<file path="config.mk">
export PLATFORM = sky130hd
export DESIGN_NAME = sliding_window_sender
export DESIGN_NICKNAME = d
export VERILOG_FILES = /design/src/rtl/sws_pkg.sv /design/src/rtl/sliding_window_sender.sv /design/src/rtl/sws_ram.sv /design/src/rtl/sws_ctrl.sv /design/src/rtl/sws_dp.sv
export SDC_FILE = /design/constraint.sdc
export NUM_CORES = 2
export LEC_CHECK = 0
export BUFFER_PORTS_ARGS = -buffer_cell sky130_fd_sc_hd__buf_4
export CAP_MARGIN = 20
export CORE_ASPECT_RATIO = 1.1
export CORE_MARGIN = 2
export CORE_UTILIZATION = 57
export DETAILED_ROUTE_END_ITERATION = 16
export PLACE_DENSITY = 0.88
export RECOVER_POWER = 25
export SKIP_CTS_REPAIR_TIMING = 1
export SYNTH_ARGS = -nofsm -noshare
export SYNTH_HDL_FRONTEND = slang
export SYNTH_SLANG_ARGS = --single-unit
export TNS_END_PERCENT = 30
</file>
<file path="constraint.sdc">
create_clock -name i_clk -period 6.5 [get_ports i_clk]
set_clock_uncertainty 0.2 [all_clocks]
set_input_delay 1.3 -clock i_clk [delete_from_list [all_inputs] [get_ports i_clk]]
set_output_delay 1.3 -clock i_clk [all_outputs]
set_load 0.005 [all_outputs]
</file>
<file path="src/rtl/sws_pkg.sv">
// ---------------------------------------------------------------------------
// sws_pkg
// shared constants, codes and controller/datapath handshake types for the
// sliding window sender
// ---------------------------------------------------------------------------
package sws_pkg;

    // default sizing, handed to the top level parameters
    localparam int WINDOW_DEPTH_DEF = 64;
    localparam int PENDING_CAP_DEF  = 256 * 1024;

    // fixed field widths
    localparam int SEQ_W   = 16;
    localparam int LEN_W   = 11;
    localparam int WL_W    = 7;
    localparam int THR_W   = 4;
    localparam int PEND_W  = 19;
    localparam int WIN_W   = 16;
    localparam int CFG_W   = 16;
    localparam int CFG_A_W = 2;

    // results per event
    localparam int MAX_RESULTS = 64;
    localparam int RES_W       = 7;

    // duplicate ack counter saturation
    localparam logic [THR_W-1:0] DUP_MAX = 4'd15;

    // config register reset values
    localparam logic [WL_W-1:0]  WL_RESET   = 7'd64;
    localparam logic [LEN_W-1:0] MP_RESET   = 11'd1024;
    localparam logic [WIN_W-1:0] PEER_RESET = 16'd1;
    localparam logic [THR_W-1:0] THR_RESET  = 4'd3;

    // event codes carried in the input tuser
    localparam logic [1:0] MODE_APPEND = 2'd0;
    localparam logic [1:0] MODE_ACK    = 2'd1;
    localparam logic [1:0] MODE_TICK   = 2'd2;

    typedef enum logic [CFG_A_W-1:0] {
        REG_WINDOW_LIMIT  = 2'd0,
        REG_MAX_PAYLOAD   = 2'd1,
        REG_INIT_PEER_WIN = 2'd2,
        REG_DUP_THRESHOLD = 2'd3
    } t_reg_idx;

    typedef enum logic [3:0] {
        ST_IDLE,
        ST_DISPATCH,
        ST_RETIRE,
        ST_DUP_RD,
        ST_DUP_EMIT,
        ST_TICK_RD,
        ST_TICK_EMIT,
        ST_CUT,
        ST_FINISH
    } t_state;

    typedef struct packed {
        logic latch_in;
        logic add_bytes;
        logic ack_new;
        logic dup_update;
        logic peer_load;
        logic clr_acked;
        logic tick_setup;
        logic retire_step;
        logic rd_head;
        logic rd_tick;
        logic emit_rej;
        logic emit_dup;
        logic emit_tick;
        logic emit_cut;
        logic finish_push;
    } t_cmd;

    typedef struct packed {
        logic [1:0] mode;
        logic       pend_full;
        logic       ack_gt;
        logic       ack_eq;
        logic       dup_fire;
        logic       tick_go;
        logic       retire_ok;
        logic       tick_more;
        logic       cut_ok;
        logic       can_emit;
        logic       out_free;
        logic       stg_valid;
    } t_sts;

endpackage

</file>
<file path="src/rtl/sliding_window_sender.sv">
// ---------------------------------------------------------------------------
// sliding_window_sender
// sender window engine with fast retransmit, emits segment descriptors
// ---------------------------------------------------------------------------
// one event is taken at a time: s_axis_tready is high only while the
// sequencer is idle, and the sequencer returns to idle between events.
// an event passes through a dispatch step, then as its mode demands a
// retire walk that drops one segment per step plus a step that finds the
// end of the walk, resends that each take a registered read of the length
// ring (which sets their pace) and then emit, the cutting of new segments
// plus a step that finds the window or the pending bytes exhausted, and a
// closing step that releases the final result with tlast; stalls on the
// output side can hold any step that emits. the last result of an event
// may still sit in the output register while the next event is taken.
// the length ring needs no clearing pass after reset, since an entry is
// always written before it is read.
// ---------------------------------------------------------------------------
module sliding_window_sender
    import sws_pkg::*;
#(
    parameter int WINDOW_DEPTH     = WINDOW_DEPTH_DEF,
    parameter int PENDING_CAPACITY = PENDING_CAP_DEF
) (
    input  logic               i_clk,
    input  logic               i_rst_n,
    // configuration write port
    input  logic               i_cfg_we,
    input  logic [CFG_A_W-1:0] i_cfg_addr,
    input  logic [CFG_W-1:0]   i_cfg_wdata,
    // event stream
    input  logic               s_axis_tvalid,
    output logic               s_axis_tready,
    input  logic [47:0]        s_axis_tdata,  // byte_count, ack_number, advertised_window
    input  logic [1:0]         s_axis_tuser,  // mode
    // segment descriptor stream
    output logic               m_axis_tvalid,
    input  logic               m_axis_tready,
    output logic [31:0]        m_axis_tdata,  // segment_seq, segment_len, zero fill
    output logic [1:0]         m_axis_tuser,  // is_retransmit, rejected
    output logic               m_axis_tlast
);

    t_cmd cmd;
    t_sts sts;

    // sequencer: picks the phase of each event and issues datapath commands
    sws_ctrl u_ctrl (
        .i_clk      (i_clk),
        .i_rst_n    (i_rst_n),
        .i_in_valid (s_axis_tvalid),
        .o_in_ready (s_axis_tready),
        .i_sts      (sts),
        .o_cmd      (cmd)
    );

    // window state, length ring, result stage and output register
    sws_dp #(
        .WINDOW_DEPTH     (WINDOW_DEPTH),
        .PENDING_CAPACITY (PENDING_CAPACITY)
    ) u_dp (
        .i_clk       (i_clk),
        .i_rst_n     (i_rst_n),
        .i_cfg_we    (i_cfg_we),
        .i_cfg_addr  (i_cfg_addr),
        .i_cfg_wdata (i_cfg_wdata),
        .i_in_mode   (s_axis_tuser),
        .i_in_data   (s_axis_tdata),
        .i_cmd       (cmd),
        .o_sts       (sts),
        .i_out_ready (m_axis_tready),
        .o_out_valid (m_axis_tvalid),
        .o_out_data  (m_axis_tdata),
        .o_out_user  (m_axis_tuser),
        .o_out_last  (m_axis_tlast)
    );

    // a new event never starts while a result of the previous one is staged
    a_idle_stage_empty: assert property (
        @(posedge i_clk) disable iff (!i_rst_n)
        s_axis_tready |-> !sts.stg_valid
    ) else $error("event accepted with a staged result");

    // at most one result is produced per cycle
    a_one_emit: assert property (
        @(posedge i_clk) disable iff (!i_rst_n)
        $onehot0({cmd.emit_rej, cmd.emit_dup, cmd.emit_tick, cmd.emit_cut})
    ) else $error("more than one result produced in a cycle");

    // a refused append is the only result of its event
    a_reject_last: assert property (
        @(posedge i_clk) disable iff (!i_rst_n)
        (m_axis_tvalid && m_axis_tuser[1]) |-> (m_axis_tlast && !m_axis_tuser[0])
    ) else $error("refused append not a lone final result");

    // a staged result only moves on when there is room downstream
    a_emit_room: assert property (
        @(posedge i_clk) disable iff (!i_rst_n)
        (cmd.finish_push || (sts.stg_valid && cmd.emit_cut)) |-> sts.out_free
    ) else $error("result pushed into an occupied output register");

endmodule

</file>
<file path="src/rtl/sws_ram.sv">
// ---------------------------------------------------------------------------
// sws_ram
// generic simple dual port ram, one write port, one registered read port
// ---------------------------------------------------------------------------
module sws_ram #(
    parameter int WIDTH = 8,
    parameter int DEPTH = 16
) (
    input  logic                                      i_clk,
    input  logic                                      i_we,
    input  logic [((DEPTH > 1) ? $clog2(DEPTH) : 1)-1:0] i_waddr,
    input  logic [WIDTH-1:0]                          i_wdata,
    input  logic                                      i_re,
    input  logic [((DEPTH > 1) ? $clog2(DEPTH) : 1)-1:0] i_raddr,
    output logic [WIDTH-1:0]                          o_rdata
);

    logic [WIDTH-1:0] r_mem [DEPTH];
    logic [WIDTH-1:0] r_rdata;

    always_ff @(posedge i_clk) begin
        if (i_we) begin
            r_mem[i_waddr] <= i_wdata;
        end
        if (i_re) begin
            r_rdata <= r_mem[i_raddr];
        end
    end

    assign o_rdata = r_rdata;

endmodule

</file>
<file path="src/rtl/sws_ctrl.sv">
// ---------------------------------------------------------------------------
// sws_ctrl
// event sequencer: dispatch, retire, resend and segment cutting phases
// ---------------------------------------------------------------------------
module sws_ctrl
    import sws_pkg::*;
(
    input  logic i_clk,
    input  logic i_rst_n,
    input  logic i_in_valid,
    output logic o_in_ready,
    input  t_sts i_sts,
    output t_cmd o_cmd
);

    t_state r_state;
    t_state n_state;

    always_ff @(posedge i_clk) begin
        if (!i_rst_n) begin
            r_state <= ST_IDLE;
        end else begin
            r_state <= n_state;
        end
    end

    always_comb begin
        n_state    = r_state;
        o_cmd      = '0;
        o_in_ready = 1'b0;
        unique case (r_state)
            ST_IDLE: begin
                o_in_ready = 1'b1;
                if (i_in_valid) begin
                    o_cmd.latch_in = 1'b1;
                    n_state        = ST_DISPATCH;
                end
            end
            ST_DISPATCH: begin
                priority case (i_sts.mode)
                    MODE_APPEND: begin
                        if (i_sts.pend_full) begin
                            o_cmd.emit_rej = 1'b1;
                            n_state        = ST_FINISH;
                        end else begin
                            o_cmd.add_bytes = 1'b1;
                            n_state         = ST_CUT;
                        end
                    end
                    MODE_ACK: begin
                        o_cmd.peer_load = 1'b1;
                        if (i_sts.ack_gt) begin
                            o_cmd.ack_new = 1'b1;
                            n_state       = ST_RETIRE;
                        end else if (i_sts.ack_eq) begin
                            o_cmd.dup_update = 1'b1;
                            n_state = i_sts.dup_fire ? ST_DUP_RD : ST_CUT;
                        end else begin
                            n_state = ST_CUT;
                        end
                    end
                    MODE_TICK: begin
                        o_cmd.clr_acked = 1'b1;
                        if (i_sts.tick_go) begin
                            o_cmd.tick_setup = 1'b1;
                            n_state          = ST_TICK_RD;
                        end else begin
                            n_state = ST_CUT;
                        end
                    end
                    default: begin
                        n_state = ST_FINISH;
                    end
                endcase
            end
            ST_RETIRE: begin
                if (i_sts.retire_ok) begin
                    o_cmd.retire_step = 1'b1;
                end else begin
                    n_state = ST_CUT;
                end
            end
            ST_DUP_RD: begin
                o_cmd.rd_head = 1'b1;
                n_state       = ST_DUP_EMIT;
            end
            ST_DUP_EMIT: begin
                if (i_sts.can_emit) begin
                    o_cmd.emit_dup = 1'b1;
                    n_state        = ST_CUT;
                end
            end
            ST_TICK_RD: begin
                o_cmd.rd_tick = 1'b1;
                n_state       = ST_TICK_EMIT;
            end
            ST_TICK_EMIT: begin
                if (i_sts.can_emit) begin
                    o_cmd.emit_tick = 1'b1;
                    n_state = i_sts.tick_more ? ST_TICK_RD : ST_CUT;
                end
            end
            ST_CUT: begin
                if (!i_sts.cut_ok) begin
                    n_state = ST_FINISH;
                end else if (i_sts.can_emit) begin
                    o_cmd.emit_cut = 1'b1;
                end
            end
            ST_FINISH: begin
                if (!i_sts.stg_valid) begin
                    n_state = ST_IDLE;
                end else if (i_sts.out_free) begin
                    o_cmd.finish_push = 1'b1;
                    n_state           = ST_IDLE;
                end
            end
            default: begin
                n_state = ST_IDLE;
            end
        endcase
    end

endmodule

</file>
<file path="src/rtl/sws_dp.sv">
// ---------------------------------------------------------------------------
// sws_dp
// sender state, config registers, in-flight length ring, result stage and
// output register
// ---------------------------------------------------------------------------
module sws_dp
    import sws_pkg::*;
#(
    parameter int WINDOW_DEPTH     = WINDOW_DEPTH_DEF,
    parameter int PENDING_CAPACITY = PENDING_CAP_DEF
) (
    input  logic               i_clk,
    input  logic               i_rst_n,
    input  logic               i_cfg_we,
    input  logic [CFG_A_W-1:0] i_cfg_addr,
    input  logic [CFG_W-1:0]   i_cfg_wdata,
    input  logic [1:0]         i_in_mode,
    input  logic [47:0]        i_in_data,
    input  t_cmd               i_cmd,
    output t_sts               o_sts,
    input  logic               i_out_ready,
    output logic               o_out_valid,
    output logic [31:0]        o_out_data,
    output logic [1:0]         o_out_user,
    output logic               o_out_last
);

    localparam int CNT_W = $clog2(WINDOW_DEPTH + 1);
    localparam int IDX_W = (WINDOW_DEPTH > 1) ? $clog2(WINDOW_DEPTH) : 1;
    localparam logic [IDX_W-1:0]  LAST_IDX = IDX_W'(WINDOW_DEPTH - 1);
    localparam logic [CNT_W-1:0]  DEPTH_CNT = CNT_W'(WINDOW_DEPTH);
    localparam logic [PEND_W-1:0] PEND_CAP = PEND_W'(PENDING_CAPACITY);
    localparam logic [RES_W-1:0]  RES_MAX = RES_W'(MAX_RESULTS);

    // config
    logic [WL_W-1:0]   r_wl;
    logic [LEN_W-1:0]  r_mp;
    logic [THR_W-1:0]  r_thr;

    // sender state
    logic [WIN_W-1:0]  r_peer;
    logic [SEQ_W-1:0]  r_next_seq;
    logic [SEQ_W-1:0]  r_last_ack;
    logic [THR_W-1:0]  r_dup_cnt;
    logic              r_acked;
    logic [PEND_W-1:0] r_pend;
    logic [CNT_W-1:0]  r_infl;
    logic [IDX_W-1:0]  r_head;
    logic [IDX_W-1:0]  r_tail;

    // per event working registers
    logic [1:0]        r_mode;
    logic [15:0]       r_bytes;
    logic [SEQ_W-1:0]  r_ack;
    logic [WIN_W-1:0]  r_adv;
    logic [RES_W-1:0]  r_n;
    logic [IDX_W-1:0]  r_rd_ptr;
    logic [SEQ_W-1:0]  r_tick_seq;
    logic [CNT_W-1:0]  r_tick_idx;

    // result stage and output register
    logic              r_stg_valid;
    logic [SEQ_W-1:0]  r_stg_seq;
    logic [LEN_W-1:0]  r_stg_len;
    logic              r_stg_retx;
    logic              r_stg_rej;
    logic              r_out_valid;
    logic [SEQ_W-1:0]  r_out_seq;
    logic [LEN_W-1:0]  r_out_len;
    logic              r_out_retx;
    logic              r_out_rej;
    logic              r_out_last;

    logic [SEQ_W-1:0]  front_seq;
    logic              win_ok;
    logic [LEN_W-1:0]  cut_len;
    logic [THR_W-1:0]  dup_inc;
    logic [PEND_W:0]   pend_sum;
    logic              out_free;
    logic              emit_any;
    logic [SEQ_W-1:0]  n_res_seq;
    logic [LEN_W-1:0]  n_res_len;
    logic              n_res_retx;
    logic              n_res_rej;
    logic [LEN_W-1:0]  ram_rdata;
    logic [IDX_W-1:0]  ram_raddr;

    assign front_seq = r_next_seq - SEQ_W'(r_infl);
    assign win_ok = (SEQ_W'(r_infl) < SEQ_W'(r_wl)) && (r_infl < DEPTH_CNT)
                    && (SEQ_W'(r_infl) < r_peer);
    assign cut_len = (r_pend < PEND_W'(r_mp)) ? r_pend[LEN_W-1:0] : r_mp;
    assign dup_inc = (r_dup_cnt == DUP_MAX) ? r_dup_cnt : r_dup_cnt + 1'b1;
    assign pend_sum = {1'b0, r_pend} + (PEND_W + 1)'(r_bytes);
    assign out_free = !r_out_valid || i_out_ready;
    assign emit_any = i_cmd.emit_rej | i_cmd.emit_dup | i_cmd.emit_tick | i_cmd.emit_cut;

    always_comb begin
        o_sts           = '0;
        o_sts.mode      = r_mode;
        o_sts.pend_full = r_pend >= PEND_CAP;
        o_sts.ack_gt    = r_ack > r_last_ack;
        o_sts.ack_eq    = r_ack == r_last_ack;
        o_sts.dup_fire  = (dup_inc >= r_thr) && (r_infl != '0);
        o_sts.tick_go   = (r_infl != '0) && !r_acked;
        o_sts.retire_ok = (r_infl != '0) && (front_seq < r_ack);
        o_sts.tick_more = (({1'b0, r_tick_idx} + 1'b1) < {1'b0, r_infl})
                          && (({1'b0, r_n} + 1'b1) < {1'b0, RES_MAX});
        o_sts.cut_ok    = win_ok && (r_pend != '0) && (r_mp != '0) && (r_n < RES_MAX);
        o_sts.can_emit  = !r_stg_valid || out_free;
        o_sts.out_free  = out_free;
        o_sts.stg_valid = r_stg_valid;
    end

    // value of the result produced this cycle
    always_comb begin
        n_res_seq  = r_next_seq;
        n_res_len  = cut_len;
        n_res_retx = 1'b0;
        n_res_rej  = 1'b0;
        priority if (i_cmd.emit_rej) begin
            n_res_seq = '0;
            n_res_len = '0;
            n_res_rej = 1'b1;
        end else if (i_cmd.emit_dup) begin
            n_res_seq  = front_seq;
            n_res_len  = ram_rdata;
            n_res_retx = 1'b1;
        end else if (i_cmd.emit_tick) begin
            n_res_seq  = r_tick_seq;
            n_res_len  = ram_rdata;
            n_res_retx = 1'b1;
        end else begin
            n_res_seq = r_next_seq;
        end
    end

    assign ram_raddr = i_cmd.rd_tick ? r_rd_ptr : r_head;

    sws_ram #(
        .WIDTH (LEN_W),
        .DEPTH (WINDOW_DEPTH)
    ) u_len_ram (
        .i_clk   (i_clk),
        .i_we    (i_cmd.emit_cut),
        .i_waddr (r_tail),
        .i_wdata (cut_len),
        .i_re    (i_cmd.rd_head | i_cmd.rd_tick),
        .i_raddr (ram_raddr),
        .o_rdata (ram_rdata)
    );

    // config and sender state
    always_ff @(posedge i_clk) begin
        if (!i_rst_n) begin
            r_wl        <= WL_RESET;
            r_mp        <= MP_RESET;
            r_thr       <= THR_RESET;
            r_peer      <= PEER_RESET;
            r_next_seq  <= '0;
            r_last_ack  <= '0;
            r_dup_cnt   <= '0;
            r_acked     <= 1'b0;
            r_pend      <= '0;
            r_infl      <= '0;
            r_head      <= '0;
            r_tail      <= '0;
            r_n         <= '0;
        end else begin
            if (i_cfg_we) begin
                unique case (t_reg_idx'(i_cfg_addr))
                    REG_WINDOW_LIMIT:  r_wl  <= i_cfg_wdata[WL_W-1:0];
                    REG_MAX_PAYLOAD:   r_mp  <= i_cfg_wdata[LEN_W-1:0];
                    REG_INIT_PEER_WIN: begin
                        // a zero peer window from the handshake reads as one
                        r_peer <= (i_cfg_wdata == '0) ? PEER_RESET : i_cfg_wdata;
                    end
                    REG_DUP_THRESHOLD: r_thr <= i_cfg_wdata[THR_W-1:0];
                endcase
            end
            if (i_cmd.latch_in) begin
                r_n <= '0;
            end else if (emit_any) begin
                r_n <= r_n + 1'b1;
            end
            if (i_cmd.add_bytes) begin
                r_pend <= pend_sum[PEND_W] ? '1 : pend_sum[PEND_W-1:0];
            end
            if (i_cmd.peer_load) begin
                r_peer <= r_adv;
            end
            if (i_cmd.ack_new) begin
                r_last_ack <= r_ack;
                r_dup_cnt  <= '0;
                r_acked    <= 1'b1;
            end
            if (i_cmd.dup_update) begin
                r_dup_cnt <= o_sts.dup_fire ? '0 : dup_inc;
            end
            if (i_cmd.clr_acked) begin
                r_acked <= 1'b0;
            end
            if (i_cmd.retire_step) begin
                r_head <= (r_head == LAST_IDX) ? '0 : r_head + 1'b1;
                r_infl <= r_infl - 1'b1;
            end
            if (i_cmd.emit_cut) begin
                r_tail     <= (r_tail == LAST_IDX) ? '0 : r_tail + 1'b1;
                r_infl     <= r_infl + 1'b1;
                r_pend     <= r_pend - PEND_W'(cut_len);
                r_next_seq <= r_next_seq + 1'b1;
            end
        end
    end

    // latched event fields and resend walk
    always_ff @(posedge i_clk) begin
        if (i_cmd.latch_in) begin
            r_mode  <= i_in_mode;
            r_bytes <= i_in_data[15:0];
            r_ack   <= i_in_data[31:16];
            r_adv   <= i_in_data[47:32];
        end
        if (i_cmd.tick_setup) begin
            r_rd_ptr   <= r_head;
            r_tick_seq <= front_seq;
            r_tick_idx <= '0;
        end else if (i_cmd.emit_tick) begin
            r_rd_ptr   <= (r_rd_ptr == LAST_IDX) ? '0 : r_rd_ptr + 1'b1;
            r_tick_seq <= r_tick_seq + 1'b1;
            r_tick_idx <= r_tick_idx + 1'b1;
        end
    end

    // result stage holds one result until it is known whether another follows
    always_ff @(posedge i_clk) begin
        if (!i_rst_n) begin
            r_stg_valid <= 1'b0;
            r_out_valid <= 1'b0;
        end else begin
            if (emit_any) begin
                r_stg_valid <= 1'b1;
            end else if (i_cmd.finish_push) begin
                r_stg_valid <= 1'b0;
            end
            if (i_cmd.finish_push || (emit_any && r_stg_valid)) begin
                r_out_valid <= 1'b1;
            end else if (i_out_ready) begin
                r_out_valid <= 1'b0;
            end
        end
    end

    always_ff @(posedge i_clk) begin
        if (emit_any) begin
            r_stg_seq  <= n_res_seq;
            r_stg_len  <= n_res_len;
            r_stg_retx <= n_res_retx;
            r_stg_rej  <= n_res_rej;
        end
        if (i_cmd.finish_push || (emit_any && r_stg_valid)) begin
            r_out_seq  <= r_stg_seq;
            r_out_len  <= r_stg_len;
            r_out_retx <= r_stg_retx;
            r_out_rej  <= r_stg_rej;
            r_out_last <= i_cmd.finish_push;
        end
    end

    assign o_out_valid = r_out_valid;
    assign o_out_data  = {5'b0, r_out_len, r_out_seq};
    assign o_out_user  = {r_out_rej, r_out_retx};
    assign o_out_last  = r_out_last;

endmodule

</file>
# --- After elaboration in Yosys (flattened, before gate mapping) ---
# Memory sizes are Yosys's and may differ from the RTL's. A register that Yosys moved wholly into a read port is not among the register bits.
# Index checks and enable logic that the tools add are counted.
classes:
  addsub: 15
  order_cmp: 11
  eq_ne: 24
  muxes: 77
  bitwise: 5
  reduce_logical: 38
ops:
  columns: ["cell", "count"]
  rows:
  - ["16-bit two-way mux", 8]
  - ["19-bit two-way mux", 3]
  - ["4-bit two-way mux", 14]
  - ["6-bit two-way mux", 7]
  - ["4-bit case mux with 9 select lines", 1]
  - ["1-bit two-way mux", 33]
  - ["11-bit two-way mux", 3]
  - ["16-bit by 1-bit adder with 16-bit output (second input constant)", 2]
  - ["7-bit by 1-bit adder with 7-bit output (second input constant)", 3]
  - ["19-bit by 16-bit adder with 20-bit output", 1]
  - ["19-bit >= comparator (second input constant)", 1]
  - ["19-bit by 11-bit < comparator with 1-bit output", 1]
  - ["19-bit nonzero test", 1]
  - ["19-bit by 11-bit subtractor with 19-bit output", 1]
  - ["6-bit by 1-bit adder with 6-bit output (second input constant)", 3]
  - ["6-bit equality test (second input constant)", 3]
  - ["7-bit by 1-bit adder with 8-bit output (second input constant)", 2]
  - ["16-bit equality test", 1]
  - ["4-bit by 3-bit equality test with 1-bit output (second input constant)", 4]
  - ["16-bit greater-than comparator", 1]
  - ["16-bit zero test", 1]
  - ["16-bit < comparator", 1]
  - ["7-bit by 16-bit < comparator with 1-bit output", 1]
  - ["2-bit nonzero test", 8]
  - ["other kinds (31)", 66]
totals:
  register_bits: 264
  ramBits: 704
  input_bits: 73
  wordCells: 203
  mem_count: 1
mem_list:
  columns: ["name", "words", "width", "read_ports", "rd_ports_with_merged_regs", "write_ports", "line_no", "rtl"]
  rows:
  - ["u_dp.u_len_ram.r_mem", 64, 11, 1, 1, 1, "sws_ram.sv:18", "logic [WIDTH-1:0] r_mem [DEPTH];"]

# --- Longest topological paths before layout ---
logic_depth:
  depth_word: 12
  ltp_mapped: 20

# --- Modules after synthesis ---
# A second synthesis with hierarchy kept.
unflattened:
  hier_cells: 2791
  hier_area_um2: 42364.4
modules_own_cells:
  columns: ["mod", "n_inst", "cells_each", "area_each_um2", "seq_area_each_um2"]
  rows:
  - ["sws_ram", 1, 1263, 27525.1, 21470.6]
  - ["sws_dp", 1, 1461, 14338.8, 6516.2]
  - ["sws_ctrl", 1, 67, 500.5, 80.1]

# --- Worst setup path before layout ---
# Ideal clock, no wire load.
synth_timing:
  path_kind: "register to register"
  start: "register u_dp.r_pend[18]"
  end: "register u_dp.r_pend[18]"
  setup_time_ns: 0.086
  arrival_time_ns: 6.735
  required_time_ns: 6.214
  slack_ns: -0.521
  stages_incl_launch_ff: 18
  n_path_buf: 1
  period_less_slack_ns: 7.021
  cell_sequence: "dfxtp_1 > buf_6 > or4_4 > or3_4 > a211oi_4 > nand2_4 > o21ai_0 > ha_1 > inv_1 > fa_1 > a21o_1 > a21oi_1 > nor4b_1 > o311ai_1 > o21ba_2 > nor4b_2 > a211oi_1 > a211oi_1"
synth_lines:
  columns: ["element", "line_no", "rtl"]
  rows:
  - ["start, declared", "sws_dp.sv:46", "logic [PEND_W-1:0] r_pend;"]
  - ["start signal, assigned", "sws_dp.sv:186", "r_pend <= pend_sum[PEND_W] ? '1 : pend_sum[PEND_W-1:0];"]
  - ["start signal, assigned", "sws_dp.sv:209", "r_pend <= r_pend - PEND_W'(cut_len);"]
  - ["19-bit by 11-bit < comparator with 1-bit output", "sws_dp.sv:91", "assign cut_len = (r_pend < PEND_W'(r_mp)) ? r_pend[LEN_W-1:0] : r_mp;"]
  - ["11-bit two-way mux", "sws_dp.sv:91", null]
  - ["via u_dp.cut_len[0]", "sws_dp.sv:76", "logic [LEN_W-1:0] cut_len;"]
  - ["19-bit by 11-bit subtractor with 19-bit output", "sws_dp.sv:209", null]
  - ["19-bit two-way mux", "sws_dp.sv:206", "if (i_cmd.emit_cut) begin"]
# The timed path passes the listed nets, and every way through them passes these cells. The select of a mux whose other input is x is not followed.
# A chain may end at the register's enable or synchronous reset.

==> results.toml <==
[route]
detail-route-antenna-nets = 0
drt-pass1-iter-count = 5
vias_per_cell = 6.34
post-route-drc-count = 0
wl_mm = 109
vias = 30400
drt_iter0_drc = 3769
wl_per_cell_um = 22.7

[placed_design]
placedCellCount = 4618
place_area_um2 = 45800
globalplace.congestion = 0.911
port_buffers = 104
pre_cts_ws_ps = 1390
dp_hpwl_mm = 66.3

[cts]
htreeDepth = 3
cts_buffers = 94
cts_buffer_depth = 3
path_clk_slew_ps = 60
cts-root-buf = "clkbuf_16"
cts.sinks = 979
cts_tree = "yes"
clock_latency_ps = 670

[pwr]
power_mw = 17.9
peakVddDrop_mv = 0.261
p_per_area_nw_per_um2 = 367
leakage_nw = 17.8

[cells_and_area]
drive_gt1_share_pct = 10.5
multi_input_comb_area_um2 = 14300
finalInstanceArea_um2 = 48900
syn_to_final_growth_pct = 12.2
largest_reg_flops = 704
stdcell_count = 4801
reg.largest.list = "u_dp.u_len_ram.r_mem: 704 flops, u_dp.r_pend: 19 flops"
antennaDiodeCount = 0
top_register = "u_dp.u_len_ram.r_mem"
final_core_util_pct = 64.4
final_nets = 3883
register_area_um2 = 28100
fillers = 5090

[worst_hold_path]
min_path_cells = 0
hold_class = "flip-flop to flip-flop"
hold_start = "u_dp.r_stg_seq[3]$_SDFFCE_PP0P_"
hold-path-endpoint = "u_dp.r_out_seq[3]$_DFFE_PP_"

[worst_setup_path]
max_stage_delay_ps = 1890
required_ps = 6890
r2r-end = "u_dp.r_pend[18]$_SDFFE_PN0P_"
worstPathArrival_ps = 6170
critPathTopFamily = "buffers and inverters"
cp-end-kind = "flip-flop"
r2r_slack_ps = 860
crit_slowest_cell = "clkinvlp_2"
crit_chain = "clkbuf_1, clkinvlp_2, clkbuf_2, nor2_1, a32o_1"
path_class = "primary input to flip-flop"
start_kind = "primary input"
reg2reg_from = "u_dp.r_pend[11]$_SDFFE_PN0P_"
critPathMaxFanout = 64
rr_worst_depth = 16
crit_start = "i_rst_n"
path_buf_inv = 3

[die]
num_io_pins = 110
start_util_pct = 57.4
die_h_um = 294
core-area_um2 = 75900
die_area_um2 = 78600
fp.dieW_um = 268
floorplan.rows = 106

[sta]
slew_violations = 262
fmax_mhz = 173
hold_slack_ps = 219
setup_viol = 0
finalCriticalPeriod_ps = 5780
tns_ps = 0
post-route-period-util_pct = 88.9
fin_ws_ps = 721
maxSlewHeadroom_pct = -101
worst_pin_slew_ps = 3010
hold_violations = 0
rsz0062_at_grt = "false"

[yosys]
yosysUniqueCellTypes = 87
syn_avg_cell_area_um2 = 12.1
yosysWarningCount = 0
synthesis.area_um2 = 43600
seq_area_frac_synth_pct = 64.4
synth_edf_count = 846
synth-async-reset-ratio_pct = 0
syn_inst = 3588
synth_seq_cells = 979
synth_flop_cell = "edfxtp_1"

[global_routing]
antenna_found_initial = 0
overflow = 0
grt_pass1_vias = 29900
grt_max_degree = 122
grtUsageTotal_pct = 27.2
grt_pass1_wl_mm = 166

[status]
status = "finished with violations"
violations = "max-capacitance violations, max-slew violations"

[run]
maxCapViolations = 7
[cells in the final DEF (no fill, tap or decap), types with 10 or more instances in the layout]
| cell | n |
|---|---|
| a211oi_1 | 39 |
| a21o_1 | 24 |
| a21oi_1 | 116 |
| a221o_1 | 13 |
| a311oi_1 | 103 |
| a31oi_1 | 28 |
| and2_1 | 10 |
| and3_1 | 97 |
| buf_12 | 16 |
| buf_4 | 107 |
| clkbuf_1 | 40 |
| clkbuf_16 | 96 |
| clkbuf_4 | 68 |
| clkinv_1 | 18 |
| clkinv_2 | 13 |
| dfxtp_1 | 133 |
| edfxtp_1 | 846 |
| ha_1 | 108 |
| inv_1 | 93 |
| mux2_2 | 24 |
| mux2i_1 | 214 |
| nand2_1 | 668 |
| nand2b_1 | 15 |
| nand3_1 | 187 |
| nand3b_1 | 10 |
| nand4_1 | 19 |
| nor2_1 | 235 |
| nor2b_1 | 17 |
| nor3_1 | 35 |
| nor4_1 | 12 |
| o211ai_1 | 12 |
| o21a_1 | 13 |
| o21ai_0 | 74 |
| o32ai_1 | 11 |
| or3_1 | 16 |
| xnor2_1 | 46 |
| xor2_1 | 37 |
[layout make-up]
cell class              count  share of cell area [%]
well taps                1026                    2.63
flip-flops and latches    979                    57.5
inverters                  99                   0.763
clock buffers             121                    5.27
clock inverters            52                   0.978
multi-input cells        2305                    29.3
repair buffers            219                    3.59
[synthesized netlist by cell type (12+ instances only)]
| library cell | count | area (µm²) |
|---|---|---|
| inv_1 | 97 | 364 |
| o211ai_1 | 12 | 90.1 |
| xor2_1 | 37 | 324 |
| a311oi_1 | 104 | 911 |
| o21ai_0 | 75 | 375 |
| nor2_1 | 235 | 882 |
| a21oi_1 | 116 | 581 |
| nor3_1 | 35 | 175 |
| a31oi_1 | 28 | 175 |
| o21a_1 | 13 | 97.6 |
| xnor2_1 | 46 | 403 |
| and3_1 | 97 | 607 |
| a21o_1 | 24 | 180 |
| ha_1 | 108 | 1350 |
| nand2b_1 | 15 | 93.8 |
| edfxtp_1 | 846 | 25400 |
| a211oi_1 | 38 | 285 |
| nand4_1 | 19 | 119 |
| nor4_1 | 12 | 75.1 |
| nand2_1 | 667 | 2500 |
| or3_1 | 15 | 93.8 |
| dfxtp_1 | 133 | 2660 |
| nor2b_1 | 17 | 106 |
| mux2i_1 | 218 | 2180 |
| mux2_2 | 25 | 282 |
| nand3_1 | 188 | 941 |
| buf_1 | 24 | 90.1 |
| a221o_1 | 13 | 130 |
| buf_2 | 40 | 200 |
| clkbuf_1 | 134 | 503 |
[power breakdown]
part | internal, mW | switching (mW) | leakage, nW
logic | 1.72 | 3.09 | 7.45
clock network | 3.05 | 2.36 | 1.49
registers | 7.50 | 0.214 | 8.91
total | 12.3 | 5.66 | 17.8
[metal layers]
layer,share of wire (%),GRT usage [%],up-vias
met5,0,0,-
met4,5.4,14.5,0
met3,9.5,4.73,398
met2,49,46.1,1936
met1,36,33.4,14600
li1,-,-,13400
[worst max path at each step]
stage                                     end  slack, ps  cells after the start
2_1_floorplan    u_dp.r_pend[18]$_SDFFE_PN0P_        540                     17
3_3_place_gp      u_dp.r_infl[6]$_SDFFE_PN0P_       1610                     16
3_5_place_dp      u_dp.r_infl[6]$_SDFFE_PN0P_       1390                     16
4_1_cts           u_dp.r_infl[6]$_SDFFE_PN0P_       1350                     16
5_1_grt          u_dp.r_pend[18]$_SDFFE_PN0P_        520                     16
6_report       u_ctrl.r_state[0]$_SDFFE_PN0P_        720                      5
[logic make-up after synthesis]
kind of cell | Yosys count | synth area share (%)
and+or+nand+nor | 1358 | 13.9
muxes | 244 | 5.68
adders and majority gates | 112 | 3.29
buffers and inverters | 308 | 2.87
other | 1 | 0.00861
xor gates and xnor gates | 83 | 1.67
DFF | 979 | 64.4
AOI/OAI and AO/OA | 503 | 8.13
(Power assumes the default switching activity.)
